## config.mk

```make
export PLATFORM = sky130hd
export DESIGN_NAME = skt_cell
export DESIGN_NICKNAME = d
export VERILOG_FILES = /design/src/sv/sorted_key_table_search_insert_defines.svh /design/src/sv/skt_pkg.sv /design/src/sv/skt_cell.sv
export SDC_FILE = /design/constraint.sdc
export NUM_CORES = 1
export LEC_CHECK = 0
export BUFFER_PORTS_ARGS = -buffer_cell sky130_fd_sc_hd__buf_2
export CORE_UTILIZATION = 45
export DETAILED_ROUTE_END_ITERATION = 10
export GPL_TIMING_DRIVEN = 0
export PLACE_DENSITY = 0.77
export REMOVE_ABC_BUFFERS = 1
export SYNTH_ARGS = -nofsm -noshare
export SYNTH_HDL_FRONTEND = slang
export SYNTH_SLANG_ARGS = --single-unit
```

## constraint.sdc

```tcl
create_clock -name clk -period 4 [get_ports clk]
set_input_delay 0.8 -clock clk [delete_from_list [all_inputs] [get_ports clk]]
set_output_delay 0.8 -clock clk [all_outputs]
set_load 0.01 [all_outputs]
```

## src/sv/sorted_key_table_search_insert_defines.svh

```systemverilog
// ----------------------------------------------------------------------------
// Sorted key table assertion macros
// Concurrent assertion wrappers shared by the RTL of the sorted key table.
// ----------------------------------------------------------------------------
`ifndef SORTED_KEY_TABLE_SEARCH_INSERT_DEFINES_SVH
`define SORTED_KEY_TABLE_SEARCH_INSERT_DEFINES_SVH

`ifndef ASSERT_OFF
`define SKT_ASSERT(lbl, clk, rst, prop, msg) \
  lbl: assert property (@(posedge clk) disable iff (rst) prop) else $error(msg);
`define SKT_ASSERT_ALWAYS(lbl, clk, prop, msg) \
  lbl: assert property (@(posedge clk) prop) else $error(msg);
`else
`define SKT_ASSERT(lbl, clk, rst, prop, msg)
`define SKT_ASSERT_ALWAYS(lbl, clk, prop, msg)
`endif

`endif

```

## src/sv/skt_pkg.sv

```systemverilog
// ----------------------------------------------------------------------------
// Sorted key table package
// Sizes, types and link structures shared by the cells and the encoder.
// ----------------------------------------------------------------------------
`default_nettype none

package skt_pkg;

  localparam int TABLE_DEPTH = 256;
  localparam int KEY_W       = 32;
  localparam int COUNT_W     = $clog2(TABLE_DEPTH + 1);
  localparam int GROUP_W     = 16;
  localparam int GROUP_BITS  = $clog2(GROUP_W);
  localparam int GROUP_COUNT = (TABLE_DEPTH + GROUP_W - 1) / GROUP_W;
  localparam int GROUP_SEL_W = (GROUP_COUNT > 1) ? $clog2(GROUP_COUNT) : 1;
  localparam int SLOT_W      = GROUP_SEL_W + GROUP_BITS;
  localparam int PAD_DEPTH   = GROUP_COUNT * GROUP_W;

  typedef logic signed [KEY_W-1:0] key_t;

  typedef struct packed {
    logic lt;
    logic valid;
    key_t key;
  } cell_link_t;

  typedef struct packed {
    logic compare;
    logic insert;
  } cell_ctrl_t;

  typedef struct packed {
    logic                  any_slot;
    logic                  any_eq;
    logic [GROUP_BITS-1:0] idx;
  } group_sum_t;

endpackage

`default_nettype wire

```

## src/sv/skt_cell.sv

```systemverilog
// ----------------------------------------------------------------------------
// Sorted key table cell
// Holds one key with its valid bit, compares it with the search key and
// takes the search key or its lower neighbour's key on an insertion shift up.
// ----------------------------------------------------------------------------
`default_nettype none

module skt_cell (
  input  wire logic               clk,
  input  wire logic               rst,
  input  wire skt_pkg::cell_ctrl_t ctrl,
  input  wire skt_pkg::key_t      search,
  input  wire skt_pkg::cell_link_t prev,
  output skt_pkg::cell_link_t     link,
  output logic                    eq
);

  logic          lt;
  logic          valid;
  skt_pkg::key_t key;

  always_ff @(posedge clk) begin
    if (rst) begin
      lt    <= 1'b0;
      eq    <= 1'b0;
      valid <= 1'b0;
    end else if (ctrl.compare) begin
      lt <= valid && (key < search);
      eq <= valid && (key == search);
    end else if (ctrl.insert && !lt) begin
      valid <= valid | prev.valid;
    end
  end

  always_ff @(posedge clk) begin
    if (ctrl.insert && !ctrl.compare && !lt) begin
      key <= prev.lt ? search : prev.key;
    end
  end

  assign link.lt    = lt;
  assign link.valid = valid;
  assign link.key   = key;

endmodule

`default_nettype wire

```

; ---- Word level (Yosys, flattened, before mapping)
; Index checks and enable logic that the tools add are counted.
[totals]
inputBits = 70
wordCells = 17
out_inout_bits = 35
ff_bits = 35
[op_classes]
n_lt_le_gt_ge = 1
eq_ne = 1
n_reduce_logical = 8
muxes = 1
n_bitwise = 2
[op_table]
columns = cell, count
row1 = 32-bit equality test, 1
row2 = 32-bit less-than comparator, 1
row3 = 32-bit 2-to-1 mux, 1
row4 = 1-bit logical AND, 5
row5 = 1-bit zero test, 2
row6 = 2-bit AND reduction, 1
row7 = 1-bit inverter, 1
row8 = 1-bit OR, 1

; ---- Logic depth before layout (Yosys ltp)
[logic_depth]
ltp_word = 3
mapped_depth = 8
depth_no_buf = 8

; ---- Worst setup path before layout
; Ideal clock, no wire load.
[synth_path]
path_type = in2reg
startpoint = input ctrl[1] (netlist bit)
endpoint = register key[0] (enable)
t_arrival_ps = 3228
setup_ps = 470
n_path_buf = 0
cell_stages = 1
path_slack_ps = 302
t_required_ps = 3530
path_cell_list = nor3b_1
[synth_between]
elab_chain_len = 3
[synth_rtl]
columns = item, line
row1 = from (decl), skt_cell.sv:11  ; input wire skt_pkg::cell_ctrl_t ctrl,
row2 = 1-bit zero test, skt_cell.sv:36  ; if (ctrl.insert && !ctrl.compare && !lt) begin
row3 = 1-bit logical AND (2 in series), skt_cell.sv:36
row4 = to (signal assigned), skt_cell.sv:37  ; key <= prev.lt ? search : prev.key;
row5 = to (decl), skt_cell.sv:20  ; skt_pkg::key_t key;
; No other way between the ends.
; A chain may end at the register's enable or synchronous reset.

; ---- Worst setup path in the final report
[layout_path]
startpoint = input search[23]
endpoint = register lt
[layout_between]
elab_chain_len = 2
[layout_rtl]
columns = item, line
row1 = from (decl), skt_cell.sv:12  ; input wire skt_pkg::key_t search,
row2 = 32-bit less-than comparator, skt_cell.sv:28  ; lt <= valid && (key < search);
row3 = 1-bit logical AND, skt_cell.sv:28
row4 = to (signal assigned), skt_cell.sv:28
row5 = to (decl), skt_cell.sv:18  ; logic lt;
; No other way between the ends.

==> impl_metrics.toml <==
[outcome]
status = "completed"

[global_routing]
first_global_vias = 1775
grtUsageTotal_pct = 18.83
grt_start_max_net_pins = 33
grt_overflow = 0
grt_first_pass_wirelength_um = 7534
antenna_found_initial = 0

[timing]
finalWorstSetupSlack_ps = 1704
setup_viol_count_final = 0
tns_ps = 0
min_period_ps = 2296
max_slew_margin_pct = 51.50
finalHoldViolations = 0
period_share_pct = 57.41
max_freq_mhz = 435.5
rsz0062_at_grt = "no"
worst_slew_pin_slew_ps = 727.5
slew_violations = 0
fin_worst_skew_ps = 8.103

[setup_path]
cp-end-kind = "register"
cp-start-kind = "input port"
worst_path_largest_cell_delay_ps = 500
crit_chain = "buf_2, inv_1, ha_1, a21oi_1, o21ai_0, a221oi_2, o211ai_1, or4b_1, o21ai_2"
path_class = "input port to register"
worstPathArrival_ps = 2520
slowest_stage = "or4b_1"
crit_fanout = 3
cp.required_ps = 4220

[synthesis]
synth_area_leaders = "edfxtp_1 42%, ha_1 18%, mux2_2 8.4%"
synth-seq-area-share_pct = 44.69
yosys_warnings = 0
synthFlopType = "edfxtp_1"
synth_common_cells = "32 x edfxtp_1, 32 x ha_1, 32 x inv_1"
syn_area_sq_um = 2285
synth_top_area_cell = "edfxtp_1"
yosys.area.top_type_share_pct = 42.06
synth.distinct_cells = 32
synth-seq-cells = 35
synth-edff-count = 32
syn_inst = 197
async_flop_share_pct = 0
synth_area_per_cell_sq_um = 11.60

[place]
place_ws_ps = 1414
portBuffers = 104
gp_congestion = 0.7092
post-dp-hpwl_um = 3908
dpl.cell_count = 365

[floorplanning]
floorplan.initialDensity_pct = 47.43
die-area_sq_um = 5366
fp.dieH_um = 73.26
io_pins = 105
die_x_um = 73.26
rows = 25
core-area_sq_um = 4817

[route]
viasPerCell = 4.853
dr.pass1.iters = 4
ant_nets = 0
vias = 1810
drt_iter0_markers = 41
routed_wl_um = 4752
route.detailed.drc = 0
routedWlPerCell_um = 12.74

[cts]
postCtsHoldBufs = 0
clk_latency_ps = 290
htree_levels = 2
cts-buffers-inserted = 5
cts_tree = "yes"
cts.sinks = 35
clockBufferDepth = 2
cts.clk_slew.worst_paths_ps = 70
post_cts_buffers = 0
cts-resized-gates = 0
cts-root-buf = "clkbuf_8"

[hold_path]
min_path_type = "register to register"

[cells_and_area]
syn_to_final_growth_pct = 30.34
layout-drive-gt1-share_pct = 44.12
fillers = 433
final-instance-count-excl-fill = 373
n_antenna_cell = 0
nets = 407

[power_and_ir_drop]
peakVddDrop_mv = 0.1610
total_leakage_power_nw = 1.439
powerDensity_nw_per_um2 = 284.8

[run]
drv_cap = 0
## registers in the layout, summed over array words and instances (netlist names)
| signal | flops |
|---|---|
| eq | 1 |
| key | 32 |
| lt | 1 |
| valid | 1 |
## report_power, final
group,switching (W),total (W),internal (W)
combinational,0.0000855,0.000174,0.0000884
clock,0.000125,0.000243,0.000119
sequential,0.00000870,0.000431,0.000422
total,0.000219,0.000848,0.000629
## critical path, delay by kind of cell
kind                     cells  cell delay, ps
AO/OA/AOI/OAI                5             780
AND/OR/NAND/NOR              1             500
adder cells (fa/ha/maj)      1             320
buffers and inverters        2             120
## placed cells by master (no fill, tap or decap), drive strengths merged
cell type / synthesis / final
nor3: 1 / 1
edfxtp: 32 / 32
nor3b: 1 / 1
or4b: 1 / 1
a221oi: 1 / 1
nand4: 7 / 7
nand3b: 1 / 1
a22oi: 1 / 1
nor2b: 1 / 1
nor2: 6 / 6
nand2b: 1 / 1
ha: 32 / 32
a21o: 1 / 1
o31a: 1 / 1
nand2: 8 / 8
mux2: 32 / 32
nand3: 4 / 4
a21oi: 14 / 14
a21boi: 1 / 1
o211ai: 2 / 2
inv: 32 / 32
nor4: 2 / 2
clkinv: 0 / 2
buf: 5 / 107
o21ai: 4 / 4
dfxtp: 3 / 3
clkbuf: 1 / 6
a221o: 1 / 1
a211oi: 1 / 1
## worst paths after layout
kind,start,end,slack [ps],depth (start not counted)
setup / recovery,search[23],lt$_SDFFE_PP0P_,1700,9
hold / removal,eq$_SDFFE_PP0P_,eq$_SDFFE_PP0P_,470,2
setup reg to reg,key[23]$_DFFE_PP_,lt$_SDFFE_PP0P_,1930,7
hold reg to reg,eq$_SDFFE_PP0P_,eq$_SDFFE_PP0P_,470,2
## final cells by class
cell class,instances,area [sq um],share of cell area [%]
multi-input combinational,124,1119,37.56
sequential,35,1021,34.29
timing repair buffer,107,554.3,18.61
inverter,32,120.1,4.034
tap,67,83.83,2.815
clock buffer,6,72.57,2.437
clock inverter,2,7.507,0.2521
## cells by family after synthesis
family | count (synthesis) | share of synthesized area (%)
flip-flops | 35 | 44.69
multiplexers | 32 | 15.77
adder cells (fa/ha/maj) | 32 | 17.52
AND/OR/NAND/NOR | 33 | 7.503
buffers and inverters | 38 | 6.572
AO/OA/AOI/OAI | 27 | 7.941
## per-layer routing
metal	global-route usage, %	share of wire (%)	wire, um	up-vias
met2	32.82	50	2378	54
met3	3.155	3.9	186	7
met4	7.843	1.6	75	0
met1	22.95	44	2112	819
met5	0	0	0	-
li1	-	-	-	930
## stage by stage
stage	util (%)	hold slack, ps	power (W)	area, sq um
floorplan	-	483.0	0.0005328	2255
detailed placement	60.16	463.1	0.0006151	2898
global placement	59.35	455.2	0.0006066	2859
CTS	61.82	473.6	0.0008600	2978
finish	61.82	470.0	0.0008481	2978
global route	61.82	489.2	0.0008923	2978
Power figures use the tool's default switching activity.
