`src/sv/sorted_key_table_search_insert_defines.svh`:
```
// ----------------------------------------------------------------------------
// Sorted key table assertion macros
// Concurrent assertion wrappers shared by the RTL of the sorted key table.
// ----------------------------------------------------------------------------
`ifndef SORTED_KEY_TABLE_SEARCH_INSERT_DEFINES_SVH
`define SORTED_KEY_TABLE_SEARCH_INSERT_DEFINES_SVH

`ifndef ASSERT_OFF
`define SKT_ASSERT(lbl, clk, rst, prop, msg) \
  lbl: assert property (@(posedge clk) disable iff (rst) prop) else $error(msg);
`define SKT_ASSERT_ALWAYS(lbl, clk, prop, msg) \
  lbl: assert property (@(posedge clk) prop) else $error(msg);
`else
`define SKT_ASSERT(lbl, clk, rst, prop, msg)
`define SKT_ASSERT_ALWAYS(lbl, clk, prop, msg)
`endif

`endif

```
`src/sv/skt_pkg.sv`:
```
// ----------------------------------------------------------------------------
// Sorted key table package
// Sizes, types and link structures shared by the cells and the encoder.
// ----------------------------------------------------------------------------
`default_nettype none

package skt_pkg;

  localparam int TABLE_DEPTH = 256;
  localparam int KEY_W       = 32;
  localparam int COUNT_W     = $clog2(TABLE_DEPTH + 1);
  localparam int GROUP_W     = 16;
  localparam int GROUP_BITS  = $clog2(GROUP_W);
  localparam int GROUP_COUNT = (TABLE_DEPTH + GROUP_W - 1) / GROUP_W;
  localparam int GROUP_SEL_W = (GROUP_COUNT > 1) ? $clog2(GROUP_COUNT) : 1;
  localparam int SLOT_W      = GROUP_SEL_W + GROUP_BITS;
  localparam int PAD_DEPTH   = GROUP_COUNT * GROUP_W;

  typedef logic signed [KEY_W-1:0] key_t;

  typedef struct packed {
    logic lt;
    logic valid;
    key_t key;
  } cell_link_t;

  typedef struct packed {
    logic compare;
    logic insert;
  } cell_ctrl_t;

  typedef struct packed {
    logic                  any_slot;
    logic                  any_eq;
    logic [GROUP_BITS-1:0] idx;
  } group_sum_t;

endpackage

`default_nettype wire

```
`src/sv/skt_group.sv`:
```
// ----------------------------------------------------------------------------
// Sorted key table group encoder
// Registers, for one group of cells, whether the insertion slot or a match
// lies in it and the slot's offset within the group.
// ----------------------------------------------------------------------------
`default_nettype none

module skt_group (
  input  wire logic                         clk,
  input  wire logic [skt_pkg::GROUP_W-1:0]  lt_in,
  input  wire logic [skt_pkg::GROUP_W-1:0]  eq_in,
  input  wire logic                         prev_lt,
  output skt_pkg::group_sum_t               sum
);

  logic [skt_pkg::GROUP_W-1:0] boundary;
  skt_pkg::group_sum_t         sum_next;

  always_comb begin
    sum_next = '0;
    for (int i = 0; i < skt_pkg::GROUP_W; i++) begin
      boundary[i] = !lt_in[i] && ((i == 0) ? prev_lt : lt_in[(i == 0) ? 0 : i - 1]);
      if (boundary[i]) begin
        sum_next.idx = sum_next.idx | skt_pkg::GROUP_BITS'(i);
      end
    end
    sum_next.any_slot = |boundary;
    sum_next.any_eq   = |eq_in;
  end

  always_ff @(posedge clk) begin
    sum <= sum_next;
  end

endmodule

`default_nettype wire

```
`config.mk`:
```
export PLATFORM = sky130hd
export DESIGN_NAME = skt_group
export DESIGN_NICKNAME = d
export VERILOG_FILES = /design/src/sv/sorted_key_table_search_insert_defines.svh /design/src/sv/skt_pkg.sv /design/src/sv/skt_group.sv
export SDC_FILE = /design/constraint.sdc
export NUM_CORES = 1
export LEC_CHECK = 0
export ABC_AREA = 1
export BUFFER_PORTS_ARGS = -buffer_cell sky130_fd_sc_hd__buf_2
export CAP_MARGIN = 10
export CORE_AREA = 2 2 39 41
export DETAILED_ROUTE_END_ITERATION = 12
export DIE_AREA = 0 0 41 43
export HOLD_SLACK_MARGIN = 0.02
export PLACE_DENSITY = 0.68
export SETUP_SLACK_MARGIN = 0.02
export SYNTH_ARGS = -nofsm -noshare
export SYNTH_HDL_FRONTEND = slang
export SYNTH_SLANG_ARGS = --single-unit
```
`constraint.sdc`:
```
create_clock -name clk -period 1 [get_ports clk]
set_clock_uncertainty 0.2 [all_clocks]
set_input_delay 0.05 -clock clk [delete_from_list [all_inputs] [get_ports clk]]
set_output_delay 0.05 -clock clk [all_outputs]
set_load 0.05 [all_outputs]
```
## Word-level counts from Yosys, hierarchy flattened

Index checks and enable logic that the tools add are counted.

- Output and inout bits: 6
- Flip-flop bits (word level): 6
- Bits of input ports: 34
- Logic and storage cells: 56

- Mux-type cells: 13
- Reductions and logical operators: 37

Operators by type and width:

| operator | count |
|---|---|
| $reduce_or 16->1 | 2 |
| $mux 4 | 6 |
| $logic_and 1x1->1 | 16 |
| $logic_not 1->1 | 16 |
| $mux 3 | 4 |
| $reduce_or 8->1 | 1 |
| $mux 2 | 2 |
| $reduce_or 4->1 | 1 |
| $reduce_or 2->1 | 1 |
| $mux 1 | 1 |

## Depth between registers and ports, before layout

Gate-level depths: netlist (run 1).

- Depth in word-level cells: 15
- Mapped depth: 7
- Depth with buffers taken out: 7

## Least setup slack after synthesis (run 1)

Ideal clock, no wire load.

- Path type: register to output
- Start point: reg sum[0] (netlist name)
- End point: out sum[0] (netlist name)
- Data required time: 0.750 ns
- Arrival: 0.587 ns
- Buffers on the path: 0
- Path slack: 0.163 ns
- Stages on the path, launching flop included: 1
- Cells stage by stage: dfxtp_1

RTL lines:

| what | line | text |
|---|---|---|
| from (decl) | skt_group.sv:13 | `output skt_pkg::group_sum_t sum` |
| from (signal assigned) | skt_group.sv:32 | `sum <= sum_next;` |

No word-level cell between the ends.

## Worst setup path after layout (run 1)

- Start point: reg sum[0] (netlist name)
- End point: out sum[0] (netlist name)

No word-level cell between the ends.

==> impl_results.md, run 1 <==
- Status: complete, but fails checks
- Failing checks: hold timing
- Register area share after synthesis: 28.7%
- WS Path Type: flop to primary output
- Min-delay worst type: primary input to flop
- Layout Area Growth over Synthesis: 66.8%
- Largest Register: sum
- Max-Cap Viols: 0
- Pin count of the biggest net entering global routing: 4
- Final worst path period share: 96.1%
- Fillers: 139
- Chip Height: 43 um
- Global route total overflow: 0
- Syn Area/Cell: 5.29 um^2
- Reg area: 124 um^2
- Pleak: 0.455 nW
- Total CTS buffers: 3
- Critical path's slowest cell: dfxtp_1
- Rel. slew slack: 86.3%
- Rows: 14
- Postcts setup bufs: 0
- Initial antenna violation count: 0
- Initial DRT Pass Iterations: 4
- Setup violations, final: 0
- Max-slew violations: 0
- Clock Pin Slew Worst Setup and Hold Paths: 0.04 ns
- Fin Hold WS: -0.136 ns
- Synthesized instance count: 79
- H-tree depth: 1
- #FFs+latches synth: 6
- Power density over the cells: 975 nW/um^2
- Num ports: 40
- Startpoint Class: flop
- Power Total: 0.679 mW
- DR vias/cell: 3.94
- Worst EP required: 0.75 ns
- Tightest Pin Transition: 0.203 ns
- Syn Nets: 113
- Ys Warns: 0
- Hold Path End: sum[2]
- Starting density of the core: 30.2%
- Fin crit period: 0.961 ns
- # diodes: 0
- CTS root buf: clkbuf_4
- Max VDD drop: 0.366 mV
- Vias in the first global route: 481
- Pre-CTS setup slack: 0.0738 ns
- Clock Sinks: 6
- Number of routed nets with antenna violations: 0
- I/O Buffers: 39
- Worst Slack Setup Final: 0.0388 ns
- Die ar.: 1760 um^2
- First-pass GRT wire length: 1570 um
- Fmax: 1.04 GHz
- DRT iter0 DRCs: 4
- DRC: 0
- Wire length per cell: 6.64 um
- Synth cell types: 11
- Ratio of cells with drive above 1 in the final layout: 40.5%
- Worst-path cell chain: buf_6
- Leading registers by flop count: sum x6
- Max reg flops: 6
- Hold path depth: 3
- Worst Setup End Kind: primary output
- Setup TNS: 0 ns
- Detailed Route WL: 910 um
- Clk buf depth: 2
- Max stage delay on crit path: 0.32 ns
- Dpl hpwl: 803 um
- Area of the multi-input gates: 211 um^2
- GR Util All Layers: 13.3%
- Die width: 41 um
- Vias: 540
- Buf+Inv Stages, Crit Path: 1
- Routability cong.: 0.764
- CTS tree: done
- Largest delay share family, worst path: flip-flops
- Cell area after synthesis: 418 um^2
- Core Area: 1380 um^2
- Nets: 157
- Worst Path Max Fanout: 1
- RSZ-0062 raised after global routing: no
- Final Hold Fails: 6
- Worst Hold Launch: lt_in[12]
- Arrival time worst endpoint: 0.71 ns
## worst max path at each step
| stage | from | end | slack (ns) | depth (start not counted) |
|---|---|---|---|---|
| floorplan | sum[0] | sum[0] | 0.16 | 0 |
| global placement | lt_in[7] | sum[5] | 0.06 | 5 |
| detailed placement | lt_in[7] | sum[5] | 0.07 | 5 |
| CTS | sum[3] | sum[3] | 0.02 | 1 |
| global route | sum[0] | sum[0] | 0.02 | 1 |
| finish | sum[0] | sum[0] | 0.04 | 1 |
## report_power, final
| group | switching [mW] | internal, mW | total (mW) | leakage [nW] |
|---|---|---|---|---|
| clock network | 0.0813 | 0.135 | 0.217 | 0.0138 |
| logic | 0.112 | 0.0963 | 0.209 | 0.394 |
| registers | 0.00373 | 0.250 | 0.254 | 0.0477 |
| total | 0.198 | 0.482 | 0.679 | 0.455 |
## synthesized netlist by cell type, drive strengths merged
cell type / n / share of area, %
nand4: 3 / 4.5
o21ai: 2 / 2.4
inv: 23 / 21
nand2: 29 / 27
nand3: 3 / 3.6
or2: 1 / 1.5
dfxtp: 6 / 29
nor2: 12 / 11
## metal layers
metal  routed length, um  track usage (%)  vias up
li1                    -                -      311
met1                 353             11.6      212
met2                 488             22.8       15
met3                  46             1.57        2
met4                  22             13.3        0
met5                   0                0        -
## cell type report
class | instances | share of cell area, %
inverters | 23 | 12.4
multi-input cells | 50 | 30.3
flip-flops and latches | 6 | 17.8
clock buffers | 3 | 3.23
well taps | 16 | 2.87
repair buffers | 39 | 33.4
## cells in the final DEF (no fill, tap or decap)
cell / instances
buf_2: 33
nand2_1: 27
inv_1: 22
nor2_1: 11
buf_6: 6
nand4_1: 3
nand3_1: 3
clkbuf_4: 3
dfxtp_1: 3
dfxtp_2: 3
o21ai_0: 2
nand2_2: 2
inv_2: 1
nor2_2: 1
or2_1: 1
## cells by family (layout without fill, tap and decap cells)
| kind of cell | count (synthesis) | after routing | share of synthesized area [%] |
|---|---|---|---|
| buffers and inverters | 23 | 65 | 20.7 |
| AO/OA/AOI/OAI | 2 | 2 | 2.40 |
| flip-flops | 6 | 6 | 28.7 |
| AND/OR/NAND/NOR | 48 | 48 | 48.2 |
## timing repair
item / in CTS / in global routing
pin swaps: 0 / 0
endpoints found under the hold margin: 6 / 6
resized for setup: 12 / 3
setup endpoints to repair: 6 / 3
## through the flow
step	cell area [um^2]	std cells	utilization (%)
2_1_floorplan	418	79	-
3_3_place_gp	633	134	45.8
5_1_grt	697	137	50.4
4_1_cts	693	137	50.1
6_report	697	137	50.4
3_5_place_dp	633	134	45.8
Power figures use the tool's default switching activity.
==> inputs of run 2 (changes only) <==
==> constraint.sdc (replaced) <==
create_clock -name clk -period 0.9 [get_ports clk]
set_clock_uncertainty 0.2 [all_clocks]
set_input_delay 0.045 -clock clk [delete_from_list [all_inputs] [get_ports clk]]
set_output_delay 0.045 -clock clk [all_outputs]
set_load 0.05 [all_outputs]
==> run 2 against run 1 <==
  * The run ends with hold timing, setup timing left
  * Routed wire length increased by 8.6%
  * Final cell count did not move
  * Combinational power up 15%
  * Power rose by 15%
  * Highest routed layer unchanged
  * Hold slack worse by 0.010 ns
==> impl_results.md, run 2 (synthesis gave the netlist of run 1 again) <==
- Switching share of power: 30.3% (+1.2 points)
- DRC: 0 (unchanged)
- # diodes: 0 (unchanged)
- Wire length per cell: 7.21 um (+8.6%)
- Psw: 0.237 mW (+20%)
- Largest Register: sum
- Placed cell count: 134 (unchanged)
- Tightest Pin Transition: 0.257 ns (+0.0538 ns)
- Clk buf depth: 2 (unchanged)
- Rows: 14 (unchanged)
- Startpoint Class: flop
- Die ar.: 1760 um^2 (unchanged)
- I/O Buffers: 39 (unchanged)
- Hold path depth: 3 (unchanged)
- Ratio of cells with drive above 1 in the final layout: 43.0% (+2.5 points)
- Max VDD drop: 0.456 mV (+25%)
- Power density over the cells: 1080 nW/um^2 (+11%)
- RSZ-0062 raised after global routing: yes
- DRT iter0 DRCs: 8 (+4)
- Vias in the first global route: 503 (+4.6%)
- Nets: 157 (unchanged)
- Rel. slew slack: 82.7% (-3.6 points)
- Worst Slack Setup Final: -0.0620 ns (-0.101 ns)
- Arrival time worst endpoint: 0.72 ns (about the same)
- Fin Hold WS: -0.147 ns (-0.0105 ns)
- Largest delay share family, worst path: flip-flops
- WP depth: 1 (unchanged)
- Leading registers by flop count: sum x6
- WS Path Type: flop to primary output
- H-tree depth: 1 (unchanged)
- Routability cong.: 0.784 (+2.6%)
- Final worst path period share: 107%
- Dpl hpwl: 853 um (+6.3%)
- Final core utilization: 52.3% (+1.9 points)
- Initial DRT Pass Iterations: 4 (unchanged)
- Power Total: 0.782 mW (+15%)
- First-pass GRT wire length: 1710 um (+9.3%)
- Die width: 41 um (unchanged)
- Pleak: 0.464 nW (+1.9%)
- Initial antenna violation count: 0 (unchanged)
- Max reg flops: 6 (unchanged)
- Clock Pin Slew Worst Setup and Hold Paths: 0.05 ns (about the same)
- Vias: 553 (+2.4%)
- Worst EP required: 0.65 ns (-0.10 ns)
- Status: complete, but fails checks
- CTS tree: done
- DR vias/cell: 4.04 (+2.4%)
- Detailed Route WL: 988 um (+8.6%)
- Fin crit period: 0.962 ns
- Max-slew violations: 0 (unchanged)
- Sequential power share: 36.4% (-1.0 points)
- Worst Path Max Fanout: 1 (unchanged)
- Postcts setup bufs: 0 (unchanged)
- Chip Height: 43 um (unchanged)
- Max stage delay on crit path: 0.33 ns (about the same)
- Fmax: 1.04 GHz
- Buf+Inv Stages, Crit Path: 1 (unchanged)
- Worst-path cell chain: buf_8
- Setup violations, final: 6 (+6)
- Clock power share: 32.8% (+0.9 points)
- Final std cells w/o fill: 137 (unchanged)
- Global route total overflow: 0 (unchanged)
- Number of routed nets with antenna violations: 0 (unchanged)
- Worst Setup End Kind: primary output
- Num ports: 40 (unchanged)
- GR Util All Layers: 14.3% (+1.0 points)
- Logic pwr share: 30.8% (about the same)
- Min-delay worst type: primary input to flop
- Max-Cap Viols: 0 (unchanged)
- Starting density of the core: 30.2% (unchanged)
- Layout Area Growth over Synthesis: 73.1%
- Clock Sinks: 6 (unchanged)
- Setup TNS: -0.334 ns (-0.334 ns)
- Pin count of the biggest net entering global routing: 4 (unchanged)
- Failing checks: hold timing, setup timing
- Leading cell types in the layout, fill and taps excluded: buf_2 (33), nand2_1 (27), inv_1 (22)
- Most common cell after layout, fill and taps aside: buf_2
- Cell Int Power: 0.545 mW (+13%)
- Critical path's slowest cell: dfxtp_2
- CTS root buf: clkbuf_4
- Final Hold Fails: 6 (unchanged)
- Total CTS buffers: 3 (unchanged)
- Core Area: 1380 um^2 (unchanged)
-- run 2: cell types whose count changed in the layout (fill, tap and decap cells not counted) --
| cell | change |
|---|---|
| buf_6 | -6 |
| buf_8 | +6 |
| dfxtp_1 | -3 |
| dfxtp_2 | +3 |
-- run 2: metrics by stage --
stage	setup slack [ns]	cell area [um^2]	hold slack, ns
floorplan	0.0677	418	-0.0148
global placement	-0.0309	633	0.108
detailed placement	-0.0583	633	0.108
CTS	-0.0599	712	-0.150
global route	-0.0807	723	-0.136
finish	-0.0620	723	-0.147
-- run 2: path summary, 6_finish.rpt --
check                     start     end  slack, ns
worst max-delay path     sum[4]  sum[4]      -0.06
worst min-delay path  lt_in[12]  sum[2]      -0.15
-- run 2: metal layers --
| metal | vias up | GRT usage, % | wire (um) |
|---|---|---|---|
| met2 | 18 | 25.0 | 536 |
| li1 | 309 | - | - |
| met1 | 221 | 14.3 | 358 |
| met3 | 5 | 0 | 50 |
| met5 | - | 0 | 0 |
| met4 | 0 | 12.0 | 43 |
-- run 2: power by group through the flow --
| stage | registers (mW) | clock network, mW | logic, mW |
|---|---|---|---|
| CTS | 0.284 | 0.257 | 0.239 |
| floorplan | 0.320 | 0 | 0.0873 |
| finish | 0.285 | 0.256 | 0.241 |
| detailed placement | 0.284 | 0 | 0.223 |
| global route | 0.285 | 0.276 | 0.276 |
| global placement | 0.283 | 0 | 0.218 |
-- run 2: what timing repair did --
item,CTS,global route
gates cloned,0,0
endpoints found under the setup margin,6,6
gates resized for setup,21,3
hold endpoints to repair,6,5
-- run 2: area by class of cell --
cell class / instances / area (um^2)
inverters: 23 / 86.3
clock buffers: 3 / 22.5
fillers: 145 / 661
well taps: 16 / 20.0
flip-flops and latches: 6 / 128
repair buffers: 39 / 255
multi-input cells: 50 / 211
==> inputs of run 3 (changes only) <==
--- a/config.mk
+++ b/config.mk
@@ -6,7 +6,7 @@
 export NUM_CORES = 1
 export LEC_CHECK = 0
 export ABC_AREA = 1
-export BUFFER_PORTS_ARGS = -buffer_cell sky130_fd_sc_hd__buf_2
+export BUFFER_PORTS_ARGS = -buffer_cell sky130_fd_sc_hd__buf_4
 export CAP_MARGIN = 10
 export CORE_AREA = 2 2 39 41
 export DETAILED_ROUTE_END_ITERATION = 12
==> run 3 against run 2 <==
  * The run still ends with hold timing, setup timing left
  * Power increased by 2.7%
  * Critical path depth unchanged
  * First-iteration DRC count up 25%
  * Sequential power barely moved
  * Largest cell class unchanged
  * Highest routed layer unchanged
==> impl_results.md, run 3 (synthesis gave the netlist of run 1 again) <==
- Clock Sinks: 6 (unchanged)
- # diodes: 0 (unchanged)
- Ratio of cells with drive above 1 in the final layout: 43.4% (+0.47 points)
- Max VDD drop: 0.392 mV (-14%)
- DRT iter0 DRCs: 10 (+2)
- Die ar.: 1760 um^2 (unchanged)
- Initial DRT Pass Iterations: 4 (unchanged)
- Starting density of the core: 30.2% (unchanged)
- Dpl cell area: 738 um^2 (+17%)
- Max reg flops: 6 (unchanged)
- Fmax: 1.06 GHz (+1.8%)
- Area of the multi-input gates: 211 um^2 (unchanged)
- DR vias/cell: 3.96 (-1.8%)
- Max-slew violations: 0 (unchanged)
- Chip Height: 43 um (unchanged)
- First-pass GRT wire length: 1850 um (+8.1%)
- Failing checks: hold timing, setup timing
- Pre-CTS setup slack: -0.0369 ns (+0.0214 ns)
- Layout Area Growth over Synthesis: 94.6%
- Number of routed nets with antenna violations: 0 (unchanged)
- Fillers: 142 (-2.1%)
- Worst-path cell chain: buf_8
- Rel. slew slack: 86.0% (+3.3 points)
- Most common cell after layout, fill and taps aside: buf_4
- Worst EP required: 0.65 ns (about the same)
- Initial antenna violation count: 0 (unchanged)
- Vias: 547 (-1.1%)
- Pleak: 0.498 nW (+7.2%)
- Power Total: 0.803 mW (+2.7%)
- I/O Buffers: 39 (unchanged)
- WP depth: 1 (unchanged)
- H-tree depth: 1 (unchanged)
- CTS tree: done
- Setup TNS: -0.248 ns (+0.0860 ns)
- Final core utilization: 58.8% (+6.5 points)
- Routability cong.: 0.759 (-3.1%)
- Leading registers by flop count: sum x6
- Global route total overflow: 0 (unchanged)
- Max-Cap Viols: 0 (unchanged)
- Min-delay worst type: primary input to flop
- Core Area: 1380 um^2 (unchanged)
- Nets: 158 (+0.64%)
- Critical path's slowest cell: dfxtp_2
- Total CTS buffers: 3 (unchanged)
- Num ports: 40 (unchanged)
- Clock Pin Slew Worst Setup and Hold Paths: 0.04 ns (about the same)
- Startpoint Class: flop
- Placed cell count: 135 (+0.75%)
- Worst Slack Setup Final: -0.0453 ns (+0.0167 ns)
- CTS root buf: clkbuf_4
- Max stage delay on crit path: 0.33 ns (about the same)
- Rows: 14 (unchanged)
- Setup violations, final: 6 (unchanged)
- Leading cell types in the layout, fill and taps excluded: buf_4 (34), nand2_1 (27), inv_1 (22)
- Hold path depth: 3 (unchanged)
- Final std cells w/o fill: 138 (+0.73%)
- DRC: 0 (unchanged)
- Clk buf depth: 2 (unchanged)
- Buf+Inv Stages, Crit Path: 1 (unchanged)
- Final Hold Fails: 6 (unchanged)
- Largest delay share family, worst path: flip-flops
- Largest Register: sum
- Arrival time worst endpoint: 0.70 ns (-0.02 ns)
- Final Cell Area: 813 um^2 (+12%)
- Status: complete, but fails checks
- GR Util All Layers: 15.1% (+0.85 points)
- Wire length per cell: 7.67 um (+6.3%)
- Pin count of the biggest net entering global routing: 4 (unchanged)
- WS Path Type: flop to primary output
- Reg area: 128 um^2 (unchanged)
- Fin Hold WS: -0.141 ns (+0.00632 ns)
- Detailed Route WL: 1060 um (+7.1%)
- RSZ-0062 raised after global routing: yes
- Tightest Pin Transition: 0.208 ns (-0.0488 ns)
- Final worst path period share: 105% (-1.9 points)
- Die width: 41 um (unchanged)
- Fin crit period: 0.945 ns (-0.0167 ns)
- Worst Setup End Kind: primary output
- Dpl hpwl: 936 um (+9.7%)
- Vias in the first global route: 514 (+2.2%)
- Worst Path Max Fanout: 1 (unchanged)
- Power density over the cells: 988 nW/um^2 (-8.7%)
- Postcts setup bufs: 0 (unchanged)
-- run 3: cell types whose count changed in the layout (fill, tap and decap cells not counted), sizes merged --
| cell | delta |
|---|---|
| buf | +1 |
-- run 3: area by class of cell --
type / count / share of cell area [%]
well taps: 16 / 2.46
repair buffers: 40 / 42.5
multi-input cells: 50 / 26.0
inverters: 23 / 10.6
flip-flops and latches: 6 / 15.7
clock buffers: 3 / 2.77
-- run 3: where the power goes --
| part | total (mW) | internal [mW] | switching [mW] |
|---|---|---|---|
| Clock | 0.232 | 0.150 | 0.0824 |
| Sequential | 0.285 | 0.279 | 0.00620 |
| Combinational | 0.285 | 0.158 | 0.127 |
| Total | 0.803 | 0.587 | 0.216 |
-- run 3: tightest hold or removal path: cells and delay by family --
kind          cells  cell delay, ns
buf+inv           1            0.09
simple gates      2            0.13
-- run 3: final timing paths --
check             startpoint  endpoint  slack (ns)
setup / recovery      sum[4]    sum[4]       -0.05
hold / removal     lt_in[12]    sum[2]       -0.14
-- run 3: metal layers --
metal	part of all wire [%]	wire [um]	track usage [%]
met2	57	607	27.2
met3	4.0	42	4.71
met5	0	0	0
met1	37	396	15.7
met4	1.0	11	4.00
-- run 3: what timing repair did --
action	in CTS	in global routing
endpoints found under the setup margin	6	6
endpoints found under the hold margin	6	6
gates resized for setup	14	4
gates cloned	0	0
